$ cat src/design/assert_macros.svh
// assertion macros shared by the biquad dry/wet block
// no dependencies; taken in by the modules that carry checks
`ifndef ASSERT_MACROS_SVH
`define ASSERT_MACROS_SVH

// same-cycle implication, quiet while in reset
`define BQDW_ASSERT_IMP(lbl, clk, rstn, ante, cons) \
    lbl: assert property (@(posedge clk) disable iff (!(rstn)) (ante) |-> (cons)) \
        else $error("same-cycle implication check failed");

// next-cycle implication, quiet while in reset
`define BQDW_ASSERT_NXT(lbl, clk, rstn, ante, cons) \
    lbl: assert property (@(posedge clk) disable iff (!(rstn)) (ante) |=> (cons)) \
        else $error("next-cycle implication check failed");

`endif

$ cat src/design/bqdw_pkg.sv
// shared types and constants for the biquad dry/wet block
// no dependencies
`default_nettype none

package bqdw_pkg;

    localparam int COEF_W             = 24;
    localparam int WET_W              = 17;
    localparam int HIST_W             = 32;
    localparam int ACC_W              = 60;
    localparam int MIX_SHIFT          = 16;
    localparam int APB_DATA_W         = 32;
    localparam int REG_IDX_W          = 3;
    localparam int REG_ADDR_W         = REG_IDX_W + 2;
    localparam int DEF_SAMPLE_BITS    = 24;
    localparam int DEF_COEF_FRAC_BITS = 20;

    localparam logic [WET_W-1:0] WET_ONE = 17'h10000;

    typedef enum logic [REG_IDX_W-1:0] {
        REG_FF0,
        REG_FF1,
        REG_FF2,
        REG_FB1,
        REG_FB2,
        REG_GAIN,
        REG_DIRECT,
        REG_WET
    } bqdw_reg_t;

    typedef struct packed {
        logic signed [COEF_W-1:0] ff0;
        logic signed [COEF_W-1:0] ff1;
        logic signed [COEF_W-1:0] ff2;
        logic signed [COEF_W-1:0] fb1;
        logic signed [COEF_W-1:0] fb2;
        logic signed [COEF_W-1:0] gain;
        logic signed [COEF_W-1:0] direct;
        logic        [WET_W-1:0]  wet;
    } bqdw_cfg_t;

    typedef struct packed {
        logic mul_en;
        logic mul_first;
        logic mul_sub;
        logic rnd_en;
        logic rnd_mix;
    } bqdw_mac_ctl_t;

endpackage

`default_nettype wire

$ cat src/design/bqdw_regs.sv
// configuration register file on an apb-style port
// depends on bqdw_pkg
`default_nettype none

module bqdw_regs #(
    parameter int COEF_FRAC_BITS = bqdw_pkg::DEF_COEF_FRAC_BITS
) (
    input  wire logic                                aclk,
    input  wire logic                                aresetn,
    input  wire logic                                psel,
    input  wire logic                                penable,
    input  wire logic                                pwrite,
    input  wire logic [bqdw_pkg::REG_ADDR_W-1:0]     paddr,
    input  wire logic [bqdw_pkg::APB_DATA_W-1:0]     pwdata,
    output logic      [bqdw_pkg::APB_DATA_W-1:0]     prdata,
    output logic                                     pready,
    output bqdw_pkg::bqdw_cfg_t                      cfg
);

    localparam int CW = bqdw_pkg::COEF_W;
    localparam int WW = bqdw_pkg::WET_W;
    localparam int DW = bqdw_pkg::APB_DATA_W;
    localparam int AW = bqdw_pkg::REG_ADDR_W;

    // unity in the coefficient format; zero if COEF_FRAC_BITS >= CW
    localparam logic [CW-1:0] COEF_ONE = CW'(64'd1 << COEF_FRAC_BITS);

    bqdw_pkg::bqdw_cfg_t cfg_reg;
    bqdw_pkg::bqdw_reg_t idx;
    logic                wr_en;

    assign pready = 1'b1;
    assign idx    = bqdw_pkg::bqdw_reg_t'(paddr[AW-1:2]);
    assign wr_en  = psel && penable && pwrite && pready;
    assign cfg    = cfg_reg;

    always_ff @(posedge aclk) begin
        if (!aresetn) begin
            cfg_reg.ff0    <= COEF_ONE;
            cfg_reg.ff1    <= '0;
            cfg_reg.ff2    <= '0;
            cfg_reg.fb1    <= '0;
            cfg_reg.fb2    <= '0;
            cfg_reg.gain   <= COEF_ONE;
            cfg_reg.direct <= '0;
            cfg_reg.wet    <= bqdw_pkg::WET_ONE;
        end else if (wr_en) begin
            unique case (idx)
                bqdw_pkg::REG_FF0:    cfg_reg.ff0    <= pwdata[CW-1:0];
                bqdw_pkg::REG_FF1:    cfg_reg.ff1    <= pwdata[CW-1:0];
                bqdw_pkg::REG_FF2:    cfg_reg.ff2    <= pwdata[CW-1:0];
                bqdw_pkg::REG_FB1:    cfg_reg.fb1    <= pwdata[CW-1:0];
                bqdw_pkg::REG_FB2:    cfg_reg.fb2    <= pwdata[CW-1:0];
                bqdw_pkg::REG_GAIN:   cfg_reg.gain   <= pwdata[CW-1:0];
                bqdw_pkg::REG_DIRECT: cfg_reg.direct <= pwdata[CW-1:0];
                bqdw_pkg::REG_WET:    cfg_reg.wet    <= pwdata[WW-1:0];
            endcase
        end
    end

    always_comb begin
        unique case (idx)
            bqdw_pkg::REG_FF0:    prdata = DW'($unsigned(cfg_reg.ff0));
            bqdw_pkg::REG_FF1:    prdata = DW'($unsigned(cfg_reg.ff1));
            bqdw_pkg::REG_FF2:    prdata = DW'($unsigned(cfg_reg.ff2));
            bqdw_pkg::REG_FB1:    prdata = DW'($unsigned(cfg_reg.fb1));
            bqdw_pkg::REG_FB2:    prdata = DW'($unsigned(cfg_reg.fb2));
            bqdw_pkg::REG_GAIN:   prdata = DW'($unsigned(cfg_reg.gain));
            bqdw_pkg::REG_DIRECT: prdata = DW'($unsigned(cfg_reg.direct));
            bqdw_pkg::REG_WET:    prdata = DW'(cfg_reg.wet);
        endcase
    end

endmodule

`default_nettype wire

$ cat src/design/bqdw_mac.sv
// shared multiply-accumulate unit with a rounding and saturating result stage
// depends on bqdw_pkg and assert_macros.svh
`default_nettype none
`include "assert_macros.svh"

module bqdw_mac #(
    parameter int SAMPLE_BITS    = bqdw_pkg::DEF_SAMPLE_BITS,
    parameter int COEF_FRAC_BITS = bqdw_pkg::DEF_COEF_FRAC_BITS
) (
    input  wire logic                                 aclk,
    input  wire logic                                 aresetn,
    input  wire bqdw_pkg::bqdw_mac_ctl_t              ctl,
    input  wire logic signed [bqdw_pkg::COEF_W-1:0]   mul_a,
    input  wire logic signed [bqdw_pkg::HIST_W-1:0]   mul_b,
    output logic signed      [bqdw_pkg::HIST_W-1:0]   res
);

    localparam int CW = bqdw_pkg::COEF_W;
    localparam int HW = bqdw_pkg::HIST_W;
    localparam int AW = bqdw_pkg::ACC_W;
    localparam int PW = CW + HW;

    localparam logic signed [AW-1:0] HALF_F   = AW'(1) <<< (COEF_FRAC_BITS - 1);
    localparam logic signed [AW-1:0] HALF_MIX = AW'(1) <<< (bqdw_pkg::MIX_SHIFT - 1);
    localparam logic signed [AW-1:0] HIST_MAX = (AW'(1) <<< (HW - 1)) - AW'(1);
    localparam logic signed [AW-1:0] HIST_MIN = ~HIST_MAX;
    localparam logic signed [AW-1:0] SMP_MAX  = (AW'(1) <<< (SAMPLE_BITS - 1)) - AW'(1);
    localparam logic signed [AW-1:0] SMP_MIN  = ~SMP_MAX;

    logic signed [PW-1:0] prod_reg;
    logic                 pvalid_reg;
    logic                 pfirst_reg;
    logic                 psub_reg;
    logic signed [AW-1:0] acc_reg;
    logic signed [AW-1:0] acc_next;
    logic signed [AW-1:0] acc_base;
    logic signed [AW-1:0] prod_ext;
    logic signed [HW-1:0] res_reg;
    logic signed [HW-1:0] res_next;
    logic signed [AW-1:0] rnd_sum;
    logic signed [AW-1:0] rnd_sh;
    logic signed [AW-1:0] sat_hi;
    logic signed [AW-1:0] sat_lo;
    logic signed [AW-1:0] sat_val;

    assign prod_ext = AW'(prod_reg);
    assign acc_base = pfirst_reg ? '0 : acc_reg;
    assign acc_next = psub_reg ? (acc_base - prod_ext) : (acc_base + prod_ext);

    // round half up, arithmetic shift, then clamp
    always_comb begin
        rnd_sum = acc_reg + (ctl.rnd_mix ? HALF_MIX : HALF_F);
        rnd_sh  = ctl.rnd_mix ? (rnd_sum >>> bqdw_pkg::MIX_SHIFT)
                              : (rnd_sum >>> COEF_FRAC_BITS);
        sat_hi  = ctl.rnd_mix ? SMP_MAX : HIST_MAX;
        sat_lo  = ctl.rnd_mix ? SMP_MIN : HIST_MIN;
        priority if (rnd_sh > sat_hi) begin
            sat_val = sat_hi;
        end else if (rnd_sh < sat_lo) begin
            sat_val = sat_lo;
        end else begin
            sat_val = rnd_sh;
        end
        res_next = HW'(sat_val);
    end

    always_ff @(posedge aclk) begin
        if (!aresetn) begin
            pvalid_reg <= 1'b0;
        end else begin
            pvalid_reg <= ctl.mul_en;
        end
        prod_reg   <= PW'(mul_a) * PW'(mul_b);
        pfirst_reg <= ctl.mul_first;
        psub_reg   <= ctl.mul_sub;
        if (pvalid_reg) begin
            acc_reg <= acc_next;
        end
        if (ctl.rnd_en) begin
            res_reg <= res_next;
        end
    end

    assign res = res_reg;

    // the accumulator must be settled when a rounding step reads it
    `BQDW_ASSERT_IMP(a_round_after_drain, aclk, aresetn, ctl.rnd_en, !pvalid_reg)

endmodule

`default_nettype wire

$ cat src/design/bqdw_seq.sv
// sequencer: sample and history registers, operand selection, output register
// depends on bqdw_pkg and assert_macros.svh
`default_nettype none
`include "assert_macros.svh"

module bqdw_seq #(
    parameter int SAMPLE_BITS = bqdw_pkg::DEF_SAMPLE_BITS
) (
    input  wire logic                                 aclk,
    input  wire logic                                 aresetn,
    input  wire logic                                 s_tvalid,
    output logic                                      s_tready,
    input  wire logic signed [SAMPLE_BITS-1:0]        s_sample,
    output logic                                      m_tvalid,
    input  wire logic                                 m_tready,
    output logic signed      [SAMPLE_BITS-1:0]        m_sample,
    input  wire bqdw_pkg::bqdw_cfg_t                  cfg,
    output logic signed      [bqdw_pkg::COEF_W-1:0]   mul_a,
    output logic signed      [bqdw_pkg::HIST_W-1:0]   mul_b,
    output bqdw_pkg::bqdw_mac_ctl_t                   ctl,
    input  wire logic signed [bqdw_pkg::HIST_W-1:0]   res
);

    localparam int CW = bqdw_pkg::COEF_W;
    localparam int HW = bqdw_pkg::HIST_W;
    localparam int WW = bqdw_pkg::WET_W;

    typedef enum logic [1:0] {
        S_IDLE,
        S_RUN,
        S_OUT
    } state_t;

    // an issued product passes through the product register to the accumulator
    typedef enum logic [3:0] {
        ST_A0,
        ST_A1,
        ST_A2,
        ST_B1,
        ST_B2,
        ST_WAIT1,
        ST_RND_S,
        ST_C0,
        ST_WAIT2,
        ST_RND_Y,
        ST_WET,
        ST_WAIT3,
        ST_RND_MIX
    } step_t;

    state_t                  state_reg;
    step_t                   step_reg;
    logic signed [SAMPLE_BITS-1:0] x_reg;
    logic signed [SAMPLE_BITS-1:0] xh1_reg;
    logic signed [SAMPLE_BITS-1:0] xh2_reg;
    logic signed [HW-1:0]    yh1_reg;
    logic signed [HW-1:0]    yh2_reg;
    logic                    m_valid_reg;
    logic signed [SAMPLE_BITS-1:0] m_sample_reg;
    logic [WW-1:0]           wet_c;
    logic [WW-1:0]           dry;

    // levels above one count as fully wet
    assign wet_c = (cfg.wet > bqdw_pkg::WET_ONE) ? bqdw_pkg::WET_ONE : cfg.wet;
    assign dry   = bqdw_pkg::WET_ONE - wet_c;

    assign s_tready = (state_reg == S_IDLE);
    assign m_tvalid = m_valid_reg;
    assign m_sample = m_sample_reg;

    always_comb begin
        ctl   = '0;
        mul_a = '0;
        mul_b = '0;
        if (state_reg == S_RUN) begin
            unique case (step_reg)
                ST_A0: begin
                    mul_a = cfg.ff0;
                    mul_b = HW'(x_reg);
                    ctl.mul_en    = 1'b1;
                    ctl.mul_first = 1'b1;
                end
                ST_A1: begin
                    mul_a = cfg.ff1;
                    mul_b = HW'(xh1_reg);
                    ctl.mul_en = 1'b1;
                end
                ST_A2: begin
                    mul_a = cfg.ff2;
                    mul_b = HW'(xh2_reg);
                    ctl.mul_en = 1'b1;
                end
                ST_B1: begin
                    mul_a = cfg.fb1;
                    mul_b = yh1_reg;
                    ctl.mul_en  = 1'b1;
                    ctl.mul_sub = 1'b1;
                end
                ST_B2: begin
                    mul_a = cfg.fb2;
                    mul_b = yh2_reg;
                    ctl.mul_en  = 1'b1;
                    ctl.mul_sub = 1'b1;
                end
                ST_RND_S: begin
                    // biquad sum rounds while the direct term starts a new sum
                    ctl.rnd_en    = 1'b1;
                    mul_a = cfg.direct;
                    mul_b = HW'(x_reg);
                    ctl.mul_en    = 1'b1;
                    ctl.mul_first = 1'b1;
                end
                ST_C0: begin
                    mul_a = cfg.gain;
                    mul_b = res;
                    ctl.mul_en = 1'b1;
                end
                ST_RND_Y: begin
                    ctl.rnd_en    = 1'b1;
                    mul_a = CW'(dry);
                    mul_b = HW'(x_reg);
                    ctl.mul_en    = 1'b1;
                    ctl.mul_first = 1'b1;
                end
                ST_WET: begin
                    mul_a = CW'(wet_c);
                    mul_b = res;
                    ctl.mul_en = 1'b1;
                end
                ST_RND_MIX: begin
                    ctl.rnd_en  = 1'b1;
                    ctl.rnd_mix = 1'b1;
                end
                default: begin
                    ctl = '0;
                end
            endcase
        end
    end

    always_ff @(posedge aclk) begin
        if (!aresetn) begin
            state_reg   <= S_IDLE;
            step_reg    <= ST_A0;
            m_valid_reg <= 1'b0;
            xh1_reg     <= '0;
            xh2_reg     <= '0;
            yh1_reg     <= '0;
            yh2_reg     <= '0;
        end else begin
            // the output state reloads the register itself when the old result leaves
            if (m_valid_reg && m_tready && (state_reg != S_OUT)) begin
                m_valid_reg <= 1'b0;
            end
            unique case (state_reg)
                S_IDLE: begin
                    if (s_tvalid) begin
                        x_reg     <= s_sample;
                        step_reg  <= ST_A0;
                        state_reg <= S_RUN;
                    end
                end
                S_RUN: begin
                    // y is in the result register during this step
                    if (step_reg == ST_WET) begin
                        xh2_reg <= xh1_reg;
                        xh1_reg <= x_reg;
                        yh2_reg <= yh1_reg;
                        yh1_reg <= res;
                    end
                    if (step_reg == ST_RND_MIX) begin
                        state_reg <= S_OUT;
                    end else begin
                        step_reg <= step_t'(step_reg + 1'b1);
                    end
                end
                S_OUT: begin
                    if (!m_valid_reg || m_tready) begin
                        m_sample_reg <= res[SAMPLE_BITS-1:0];
                        m_valid_reg  <= 1'b1;
                        state_reg    <= S_IDLE;
                    end
                end
                default: begin
                    state_reg <= S_IDLE;
                end
            endcase
        end
    end

    `BQDW_ASSERT_NXT(a_busy_after_accept, aclk, aresetn, s_tvalid && s_tready, !s_tready)
    `BQDW_ASSERT_IMP(a_result_from_done, aclk, aresetn, $rose(m_tvalid), $past(state_reg == S_OUT))

endmodule

`default_nettype wire

$ cat src/design/biquad_filter_dry_wet_unit.sv
// Direct form I biquad with wet/dry mix on one shared multiply-accumulate unit.
// Input samples arrive on the s_ stream (sample in the low bits of s_tdata),
// mixed results leave on the m_ stream, one result per sample, in order.
// The user must write coefficients, gains and wet level over the apb port only
// while idle; the block does not enforce it. Each sample runs a 13-step
// schedule through one 24x32 multiplier and a 60-bit accumulator: five biquad
// products, round, two gain products, round, two mix products, round.
// The output state then loads the result into the output register and raises
// m_tvalid; s_tready is low from acceptance until the result is in the output
// register, so the block takes no new sample while one is in progress.
// A stalled receiver holds the block in its output state with the result kept;
// the previous result stays on m_tdata until taken.
// Reset (aresetn low, synchronous) clears the history to zero, restores the
// register defaults (unity feedforward and biquad gain, fully wet) and drops
// m_tvalid. No clearing pass is needed; the block is ready the cycle after.
// depends on bqdw_pkg, bqdw_regs, bqdw_mac, bqdw_seq
`default_nettype none

module biquad_filter_dry_wet_unit #(
    parameter int SAMPLE_BITS    = bqdw_pkg::DEF_SAMPLE_BITS,
    parameter int COEF_FRAC_BITS = bqdw_pkg::DEF_COEF_FRAC_BITS,
    localparam int TDATA_W       = ((SAMPLE_BITS + 7) / 8) * 8
) (
    input  wire logic                             aclk,
    input  wire logic                             aresetn,
    input  wire logic                             s_tvalid,
    output logic                                  s_tready,
    input  wire logic [TDATA_W-1:0]               s_tdata,   // sample_in
    output logic                                  m_tvalid,
    input  wire logic                             m_tready,
    output logic      [TDATA_W-1:0]               m_tdata,   // sample_out
    input  wire logic                             psel,
    input  wire logic                             penable,
    input  wire logic                             pwrite,
    input  wire logic [bqdw_pkg::REG_ADDR_W-1:0]  paddr,
    input  wire logic [bqdw_pkg::APB_DATA_W-1:0]  pwdata,
    output logic      [bqdw_pkg::APB_DATA_W-1:0]  prdata,
    output logic                                  pready
);

    bqdw_pkg::bqdw_cfg_t                 cfg;
    bqdw_pkg::bqdw_mac_ctl_t             ctl;
    logic signed [bqdw_pkg::COEF_W-1:0]  mul_a;
    logic signed [bqdw_pkg::HIST_W-1:0]  mul_b;
    logic signed [bqdw_pkg::HIST_W-1:0]  res;
    logic signed [SAMPLE_BITS-1:0]       s_sample;
    logic signed [SAMPLE_BITS-1:0]       m_sample;

    assign s_sample = s_tdata[SAMPLE_BITS-1:0];
    assign m_tdata  = TDATA_W'($unsigned(m_sample));

    bqdw_regs #(
        .COEF_FRAC_BITS (COEF_FRAC_BITS)
    ) u_regs (
        .aclk    (aclk),
        .aresetn (aresetn),
        .psel    (psel),
        .penable (penable),
        .pwrite  (pwrite),
        .paddr   (paddr),
        .pwdata  (pwdata),
        .prdata  (prdata),
        .pready  (pready),
        .cfg     (cfg)
    );

    bqdw_mac #(
        .SAMPLE_BITS    (SAMPLE_BITS),
        .COEF_FRAC_BITS (COEF_FRAC_BITS)
    ) u_mac (
        .aclk    (aclk),
        .aresetn (aresetn),
        .ctl     (ctl),
        .mul_a   (mul_a),
        .mul_b   (mul_b),
        .res     (res)
    );

    bqdw_seq #(
        .SAMPLE_BITS (SAMPLE_BITS)
    ) u_seq (
        .aclk     (aclk),
        .aresetn  (aresetn),
        .s_tvalid (s_tvalid),
        .s_tready (s_tready),
        .s_sample (s_sample),
        .m_tvalid (m_tvalid),
        .m_tready (m_tready),
        .m_sample (m_sample),
        .cfg      (cfg),
        .mul_a    (mul_a),
        .mul_b    (mul_b),
        .ctl      (ctl),
        .res      (res)
    );

endmodule

`default_nettype wire
$ cat config.mk
export PLATFORM = sky130hd
export DESIGN_NAME = biquad_filter_dry_wet_unit
export DESIGN_NICKNAME = d
export VERILOG_FILES = /design/src/design/bqdw_pkg.sv /design/src/design/bqdw_regs.sv /design/src/design/bqdw_mac.sv /design/src/design/bqdw_seq.sv /design/src/design/biquad_filter_dry_wet_unit.sv
export VERILOG_INCLUDE_DIRS = /design/src /design/src/design
export SDC_FILE = /design/constraint.sdc
export NUM_CORES = 2
export LEC_CHECK = 0
export BUFFER_PORTS_ARGS = -buffer_cell sky130_fd_sc_hd__clkbuf_2
export CORE_MARGIN = 2
export CORE_UTILIZATION = 55
export DETAILED_ROUTE_END_ITERATION = 10
export PLACE_DENSITY = 0.74
export SYNTH_ARGS = -nofsm -noshare
export SYNTH_HDL_FRONTEND = slang
export SYNTH_HIERARCHICAL = 1
export SYNTH_SLANG_ARGS = --single-unit
$ cat constraint.sdc
create_clock -name aclk -period 7.6 [get_ports aclk]
set_input_delay 0.38 -clock aclk [delete_from_list [all_inputs] [get_ports aclk]]
set_output_delay 0.38 -clock aclk [all_outputs]
set_load 0.01 [all_outputs]
==> out/results.tsv <==
stage	metric	value	unit
power	max-vdd-ir-drop	0.0001962	V
yosys	synth_seq_area_share	20.69	%
place	dp_cells	7960	
cts	htree_levels	2	
timing	hold_slack	0.05379	ns
route	drtPass1Iterations	8	
critical_path	critPathMaxStageDelay	0.61	ns
place	dpl.hpwl	127900	um
yosys	synth_mux_area_share	1.144	%
yosys	synth.cell_area	0.05544	sq mm
layout	largest_reg_flops	185	
critical_path	cp_max_fo	8	
critical_path	required	8.13	ns
hold_path	min_path_type	input port to flip-flop	
global_routing	grt_overflow	0	
critical_path	critPathArrivalTime	8.97	ns
route	routedWlPerCell	21.08	um
yosys	syn_avg_cell_area	8.679	sq um
yosys	synth_compound_area_share	13.73	%
timing	max_slew.worst_pin.slew	1.260	ns
route	via_per_inst	5.895	
outcome	violations	setup timing	
route	drt-initial-drc-count	4988	
run	cap_violations	0	
critical_path	r2r_cells	34	
yosys	synthAdderAreaFrac	33.39	%
die	die_h	321.5	um
timing	skew	0.01894	ns
critical_path	start_kind	flip-flop	
yosys	synth_cells	6388	
cts	clkTransAtPathRegs	0.06	ns
timing	post-route-min-period	8.446	ns
die	fp.dieW	321.5	um
global_routing	antenna_found_initial	0	
die	die-area	0.1034	sq mm
hold_path	hold_depth	1	
critical_path	critical-path-top-delay-family	adder cells	
layout	final_core_util	65.63	%
place	numPortBuffers	107	
place	place.gp.congestion	0.9744	
critical_path	critical_path_class	flip-flop to flip-flop	
yosys	ys.flop_type	dfxtp_1	
critical_path	cpMaxStageDelayCell	fa_1	
yosys	ys_ff_latch	503	
timing	slew_violations	0	
timing	finalHoldViolations	0	
route	ant_nets	0	
critical_path	critPathBufInv	11	
place	detailed_place.area	0.06175	sq mm
global_routing	first_global_vias	48590	
critical_path	rrSetupSlack	-0.85	ns
yosys	ys_types	106	
timing	setup-violations-final	35	
yosys	synth-simple-area-share	18.77	%
cts	cts-root-buf	clkbuf_16	
layout	area_growth	18.38	%
route	drc	0	
die	io_pins	127	
power	p_per_area	123.9	mW/mm^2
route	drt_wl_total	171800	um
yosys	synth_edf_count	140	
global_routing	grt_max_degree	113	
yosys	synth-xor-area-share	3.284	%
yosys	yosysWarnings	6	
cts	cts_tree	done	
layout	final_nets	7886	
layout	fin_cells	8149	
timing	rsz0062_at_grt	yes	
cts	clk_latency	0.61	ns
die	fp-row-count	116	
global_routing	grtUsageTotal	32.85	%
timing	slew_headroom	15.97	%
die	initial_utilization	55.44	%
cts	cts_made_buffers	50	
power	p_leak	0.02886	uW
die	core_area	0.1000	sq mm
timing	fin_ws	-0.8458	ns
yosys	synth_top_family_by_area	adder cells	
critical_path	end_kind	flip-flop	
layout	final_cell_area	0.06563	sq mm
timing	min_period_over_period	111.1	%
yosys	async_flop_share	0	%
cts	cts_sinks	503	
outcome	status	finished with violations	
timing	fmax	118.4	MHz
layout	drive_gt1_share	17.94	%
route	num_vias	48040	
global_routing	grt_pass1_wl	268300	um
critical_path	crit_cells	34	
cts	clockBufferDepth	3	
-- synth_stat cells, drive strengths merged, types with 64 or more instances --
| cell | instances | share of area, % |
|---|---|---|
| a21oi | 360 | 3.2 |
| dfxtp | 363 | 13 |
| inv | 852 | 5.8 |
| nor2b | 88 | 0.99 |
| edfxtp | 140 | 7.6 |
| and2 | 391 | 4.4 |
| o21ai | 127 | 1.1 |
| a21boi | 186 | 2.5 |
| fa | 784 | 28 |
| nand3 | 82 | 0.75 |
| buf | 112 | 1.2 |
| clkbuf | 290 | 2.0 |
| a21o | 64 | 0.87 |
| nor2 | 260 | 1.8 |
| ha | 225 | 5.1 |
| nand2 | 1148 | 7.8 |
| xnor2 | 156 | 2.5 |
-- area by class of cell --
cell class / count / area (sq um)
Antenna cell: 2 / 5.005
Clock buffer: 73 / 1460
Clock inverter: 19 / 153.9
Fill cell: 7886 / 34370
Inverter: 854 / 3211
Multi-Input combinational cell: 4637 / 40780
Sequential cell: 503 / 11480
Tap cell: 1298 / 1624
Timing Repair Buffer: 763 / 6914
-- routing by layer --
metal	global-route usage, %	routed length, um
met1	42.19	66070
met2	54.87	82020
met3	4.860	13870
met4	15.19	9821
met5	0	0
-- stage by stage --
| stage | total power [uW] | TNS [ns] | setup WS, ns |
|---|---|---|---|
| 6_report | 8134 | -20.05 | -0.8458 |
| 5_1_grt | 8467 | -26.89 | -1.066 |
| 4_1_cts | 8091 | -14.30 | -0.6839 |
| 3_5_place_dp | 5586 | -21.60 | -0.9463 |
| 3_3_place_gp | 5571 | -21.15 | -0.9166 |
| 2_1_floorplan | 4810 | -0.4450 | -0.1255 |
-- logic make-up after synthesis --
| family | count (synthesis) |
|---|---|
| flops | 503 |
| simple gates | 2224 |
| xor+xnor | 207 |
| fa+ha+maj | 1009 |
| other cells | 2 |
| mux | 61 |
| compound gates | 1126 |
| buf+inv | 1256 |
-- worst register-to-register path: cells and delay by family, from the launching register on --
kind	cells	cell delay (ns)
DFF	1	0.34
adders and majority gates	9	3.71
buffers and inverters	11	1.14
AOI/OAI and AO/OA	9	2.31
xor gates and xnor gates	1	0.14
and+or+nand+nor	4	0.73
-- placed cells by master, fill, tap and decap left out, types with 39 or more instances in the layout --
cell and count:
o21ai_0 106, nor3_1 45, edfxtp_1 140, a21o_1 64, clkbuf_16 55, xor2_1 45, nor2_1 244, fa_2 40
fa_1 744, a21oi_1 293, nand2_1 1135, inv_1 809, xnor2_1 151, nor2b_1 83, nand3_1 74, a222oi_1 50
a21boi_0 112, a21oi_2 53, clkbuf_2 105, a21boi_1 73, a221oi_1 52, nand4_1 39, and2_1 361, inv_2 41
buf_4 507, mux2i_1 42, dfxtp_1 356, buf_12 90, ha_1 190
-- final timing paths --
path / start / to
hold / removal: s_tdata[21] / u_seq/x_reg[21]
setup / recovery: u_seq/step_reg[1] / u_mac/prod_reg[45]
setup reg to reg: u_seq/step_reg[1] / u_mac/prod_reg[45]
hold reg to reg: u_seq/yh2_reg[17] / u_seq/yh2_reg[17]
-- where the power goes --
| part | total (uW) | switching, uW | leakage, uW | internal (uW) |
|---|---|---|---|---|
| Combinational | 2570 | 1560 | 0.0239 | 1010 |
| Sequential | 3060 | 121 | 0.00421 | 2940 |
| Clock | 2500 | 1100 | 0.000802 | 1400 |
-- what timing repair did --
action / 4_1_cts / 5_1_grt
pin swaps: 156 / 138
cloned: 5 / 3
gates resized for setup: 165 / 156
buffers inserted: 40 / 40
hold buffers: 18 / 0
setup endpoints to repair: 35 / 40
endpoints found under the hold margin: 18 / 0
Note: power is estimated with default switching activity, not from simulation.
